File: src/segment_segment_distance_core_assert.svh
// ---------------------------------------------------------------------------
// Assertion macros for segment_segment_distance_core
// Concurrent check wrappers; they compile to nothing under SYNTHESIS.
// ---------------------------------------------------------------------------
`ifndef SEGMENT_SEGMENT_DISTANCE_CORE_ASSERT_SVH
`define SEGMENT_SEGMENT_DISTANCE_CORE_ASSERT_SVH

`ifndef SYNTHESIS
// same-cycle implication
`define SSD_ASSERT(label, clk, rst, ante, cons) \
  label: assert property (@(posedge clk) disable iff (rst) (ante) |-> (cons)) \
    else $error("ssd assertion failed");
// next-cycle implication
`define SSD_ASSERT_NEXT(label, clk, rst, ante, cons) \
  label: assert property (@(posedge clk) disable iff (rst) (ante) |=> (cons)) \
    else $error("ssd assertion failed");
`else
`define SSD_ASSERT(label, clk, rst, ante, cons)
`define SSD_ASSERT_NEXT(label, clk, rst, ante, cons)
`endif

`endif

File: src/ssd_pkg.sv
// ---------------------------------------------------------------------------
// ssd_pkg
// Shared constants and types for the segment distance core.
// ---------------------------------------------------------------------------
package ssd_pkg;

  // queue between front and back
  localparam int QDEPTH = 4;
  localparam int QAW    = 2;

  // fraction bits of the clamped parameters s and t
  localparam int QBITS = 32;
  localparam logic [QBITS:0] ONE_Q32 = {1'b1, {QBITS{1'b0}}};

  localparam logic [31:0] SAT_VALUE = 32'hFFFF_FFFF;

  // which parameter the second divide produces
  typedef enum logic [1:0] {
    SEL_NONE,
    SEL_S,
    SEL_T
  } sel_t;

  typedef struct packed {
    logic full;
    logic empty;
  } q_stat_t;

endpackage

File: src/ssd_queue.sv
// ---------------------------------------------------------------------------
// ssd_queue
// Short word queue decoupling the front from the back.
// ---------------------------------------------------------------------------
module ssd_queue #(
  parameter int W = 64
) (
  input  logic             clk,
  input  logic             rst,
  input  logic             wr_en,
  input  logic [W-1:0]     wr_data,
  input  logic             rd_en,
  output logic [W-1:0]     rd_data,
  output ssd_pkg::q_stat_t stat
);
  localparam int AW = ssd_pkg::QAW;

  logic [W-1:0] mem [0:ssd_pkg::QDEPTH-1];
  logic [AW-1:0] wptr;
  logic [AW-1:0] rptr;
  logic [AW:0]   count;

  always_ff @(posedge clk) begin
    if (wr_en) begin
      mem[wptr] <= wr_data;
    end
  end

  always_ff @(posedge clk) begin
    if (rst) begin
      wptr  <= '0;
      rptr  <= '0;
      count <= '0;
    end else begin
      if (wr_en) begin
        wptr <= wptr + AW'(1);
      end
      if (rd_en) begin
        rptr <= rptr + AW'(1);
      end
      case ({wr_en, rd_en})
        2'b10:   count <= count + (AW+1)'(1);
        2'b01:   count <= count - (AW+1)'(1);
        default: count <= count;
      endcase
    end
  end

  assign rd_data    = mem[rptr];
  assign stat.full  = (count == (AW+1)'(ssd_pkg::QDEPTH));
  assign stat.empty = (count == '0);
endmodule

File: config.mk
export PLATFORM = sky130hd
export DESIGN_NAME = ssd_queue
export DESIGN_NICKNAME = d
export VERILOG_FILES = /design/src/segment_segment_distance_core_assert.svh /design/src/ssd_pkg.sv /design/src/ssd_queue.sv
export SDC_FILE = /design/constraint.sdc
export NUM_CORES = 1
export LEC_CHECK = 0
export CORE_AREA = 4 4 175 177
export CTS_CLUSTER_SIZE = 16
export DETAILED_ROUTE_END_ITERATION = 16
export DIE_AREA = 0 0 179 181
export DONT_BUFFER_PORTS = 1
export GPL_TIMING_DRIVEN = 0
export MAX_ROUTING_LAYER = met4
export SYNTH_ARGS = -nofsm -noshare
export SYNTH_HDL_FRONTEND = slang
export SYNTH_SLANG_ARGS = --single-unit
File: constraint.sdc
create_clock -name clk -period 5.14 [get_ports clk]
set_clock_uncertainty 0.15 [all_clocks]
set_input_delay 0.514 -clock clk [delete_from_list [all_inputs] [get_ports clk]]
set_output_delay 0.514 -clock clk [all_outputs]
set_load 0.02 [all_outputs]
==> results.py <==
metrics = {
    "clock_network": {
        "postCtsSetupRepairBufs": 0,
        "root_buffer": "clkbuf_16",
        "cts_buffer_depth": 3,
        "clk_pin_slew_ns": 0.06,
        "cts_inserted_buffers": 27,
        "ctsHtreeMaxLevel": 1,
        "clock_latency_ns": 0.53,
        "clock-sinks": 265,
        "cts_resized": 0,
        "cts_tree": "yes",
    },
    "grt": {
        "use_met1_pct": 14.3,
        "met2_usage_pct": 19.9,
        "overflow": 0,
        "grt_util_met3_pct": 3.10,
        "first_global_vias": 4669,
        "grtUsageTotal_pct": 11.8,
        "grt_pass1_wl_um": 28200,
        "antenna_found_initial": 2,
        "grt-busiest-layer": "met2",
        "grt_start_max_net_pins": 37,
    },
    "critical_path": {
        "cp-start-kind": "flip-flop",
        "crit_required_ns": 4.48,
        "cp-end-kind": "output pin",
        "path_class": "flip-flop to output pin",
        "r2r_cells": 4,
        "r2r-end": "mem[0][48]$_DFFE_PP_",
        "r2r_slack_ns": 3.22,
        "crit_path_end": "rd_data[9]",
        "r2r_start": "wptr[0]$_SDFFE_PP0P_",
        "critPathArrivalTime_ns": 1.89,
        "crit_path_max_fanout": 10,
    },
    "timing": {
        "tightest_slew_ns": 0.648,
        "setup_viol": 0,
        "period_share_pct": 49.6,
        "slew_violations": 0,
        "tns_ns": 0,
        "max_freq_mhz": 392,
        "min_period_ns": 2.55,
        "rsz0062_at_grt": "no",
        "relSlewSlack_pct": 56.5,
        "hold_violations": 0,
        "hold_ws_ns": 0.170,
    },
    "power": {
        "swShare_pct": 21.9,
        "p_sw_mw": 1.06,
        "seqPwrFrac_pct": 51.9,
        "p_per_area_mw_per_mm2": 409,
        "p_leak_nw": 3.72,
        "irDropWorstVdd_mv": 0.270,
        "comb_power_share_pct": 10.4,
        "p_total_mw": 4.83,
        "p_clk_share_pct": 37.8,
        "p_int_mw": 3.77,
    },
    "yosys": {
        "yosysUniqueCellTypes": 23,
        "yosysSeqAreaShare_pct": 80.7,
        "syn-cell-area_mm2": 0.00974,
        "synth_seq_cells": 265,
        "ys_warn_count": 0,
        "synth_top_cell_area_share_pct": 78.9,
        "syn_avg_cell_area_um2": 25.6,
        "yosys.area.top_type": "edfxtp_1",
        "syn_nets": 455,
        "syn_inst": 381,
        "synth.area.top_cells": "edfxtp_1 (79%), mux4_2 (14%), dfxtp_1 (1.8%)",
    },
    "drt": {
        "drtAntennaViolNets": 0,
        "viasPerCell": 4.67,
        "wl_per_cell_um": 20.7,
        "drt-total-wl_um": 18400,
        "num_vias": 4152,
        "drt-initial-drc-count": 190,
        "drc": 0,
        "dr.pass1.iters": 4,
    },
    "run": {
        "drv_cap": 0,
    },
    "floorplanning": {
        "dieArea_mm2": 0.0324,
        "initial_core_util_pct": 33.3,
        "die_y_um": 181,
        "num_io_pins": 134,
        "die_w_um": 179,
        "rows": 63,
        "core_area_mm2": 0.0292,
    },
    "hold_path": {
        "hold_path_class": "input pin to flip-flop",
        "hold_path_depth": 3,
    },
    "placement": {
        "place.detailed.hpwl_um": 11400,
        "gp_congestion": 0.708,
        "port_buffers": 0,
    },
    "final_layout": {
        "multiInputGateArea_mm2": 0.00169,
        "nets": 554,
        "fillers": 2548,
        "area.sequential_mm2": 0.00787,
        "drive_above_1_share_pct": 23.1,
        "area_growth_pct": 21.2,
    },
    "run_status": {
        "status": "finished clean",
    },
}
==> per-stage QoR <==
stage / cells / cell area (um2) / setup WS (ns) / utilization, %
floorplan: 381 / 9740 / 2.51 / -
finish: 889 / 11800 / 2.59 / 40.4
global route: 889 / 11800 / 2.45 / 40.4
CTS: 887 / 11800 / 2.48 / 40.4
global placement: 771 / 10200 / 1.25 / 35.0
detailed placement: 775 / 10300 / 3.04 / 35.3
==> layout by cell type, fill, tap and decap left out, types with 2 or more instances in the layout <==
| cell type | count |
|---|---|
| edfxtp_1 | 256 |
| dlygate4sd3_1 | 66 |
| mux4_2 | 60 |
| clkbuf_16 | 27 |
| clkbuf_1 | 14 |
| buf_12 | 10 |
| dfxtp_1 | 9 |
| nor2_1 | 8 |
| inv_1 | 6 |
| buf_2 | 6 |
| ha_1 | 5 |
| and2_4 | 4 |
| mux4_1 | 4 |
| xor2_1 | 3 |
| diode_2 | 2 |
| xnor2_1 | 2 |
| a21oi_1 | 2 |
| clkbuf_8 | 2 |
| bufinv_16 | 2 |
==> logic make-up after synthesis <==
logic type               synth area share, %
AO/OA/AOI/OAI                          0.154
XOR/XNOR                               0.449
adder cells (fa/ha/maj)                0.847
buffers and inverters                   1.98
flip-flops                              80.7
multiplexers                            15.0
AND/OR/NAND/NOR                        0.783
==> worst min-delay path by stage <==
stage                                from                    end  slack (ns)
finish                              rd_en   rptr[1]$_SDFFE_PP0P_        0.17
CTS                                 rd_en   rptr[1]$_SDFFE_PP0P_        0.12
global route                        rd_en   rptr[1]$_SDFFE_PP0P_        0.16
detailed placement  count[2]$_SDFFE_PP0P_  count[2]$_SDFFE_PP0P_        0.38
global placement    count[2]$_SDFFE_PP0P_  count[2]$_SDFFE_PP0P_        0.33
floorplan           count[2]$_SDFFE_PP0P_  count[2]$_SDFFE_PP0P_        0.32
==> routing by layer <==
metal / wire, um / share of wire, %
met1: 7380 / 40
met2: 9430 / 51
met3: 1220 / 6.7
met4: 317 / 1.7
met5: 0 / 0
==> power by group through the flow <==
| stage | sequential [mW] | combinational, mW | clock, mW |
|---|---|---|---|
| after CTS | 2.50 | 0.518 | 1.89 |
| after floorplan | 2.55 | 0.354 | 0 |
| after detailed placement | 2.55 | 0.456 | 0 |
| after global placement | 2.55 | 0.435 | 0 |
| final | 2.50 | 0.500 | 1.82 |
| after global routing | 2.51 | 0.542 | 1.99 |
==> critical path: stages (launching register included) <==
cell	delay [ns]
dfxtp_1	0.33
buf_6	0.22
buf_12	0.19
mux4_2	0.62
==> layout make-up <==
class / instances / share of cell area [%]
plain buffers: 15 / 1.44
clock inverters: 4 / 0.625
inverters: 6 / 0.191
flip-flops and latches: 265 / 66.6
diodes: 2 / 0.0424
clock buffers: 42 / 6.37
multi-input cells: 95 / 14.3
well taps: 390 / 4.13
repair buffers: 70 / 6.27
==> what timing repair did <==
| action | in CTS | in global routing |
|---|---|---|
| hold buffers | 66 | 0 |
| hold endpoints to repair | 259 | 0 |
| endpoints found under the setup margin | 0 | 0 |
==> state kept, by name (all words and copies together) (netlist names), named ones only <==
signal,cells
count,3
wptr,2
rptr,2
mem,256
==> cells in the mapped netlist (all sizes together) <==
| master | instances |
|---|---|
| inv | 6 |
| nor3 | 1 |
| xnor2 | 2 |
| nor2 | 8 |
| buf | 13 |
| edfxtp | 256 |
| ha | 5 |
| o21ai | 1 |
| dfxtp | 9 |
| clkbuf | 2 |
| and3 | 1 |
| or3 | 1 |
| xor2 | 3 |
| mux2i | 1 |
| a21oi | 2 |
| nand2 | 1 |
| and2 | 4 |
| fa | 1 |
| mux4 | 64 |
Power figures use the tool's default switching activity.
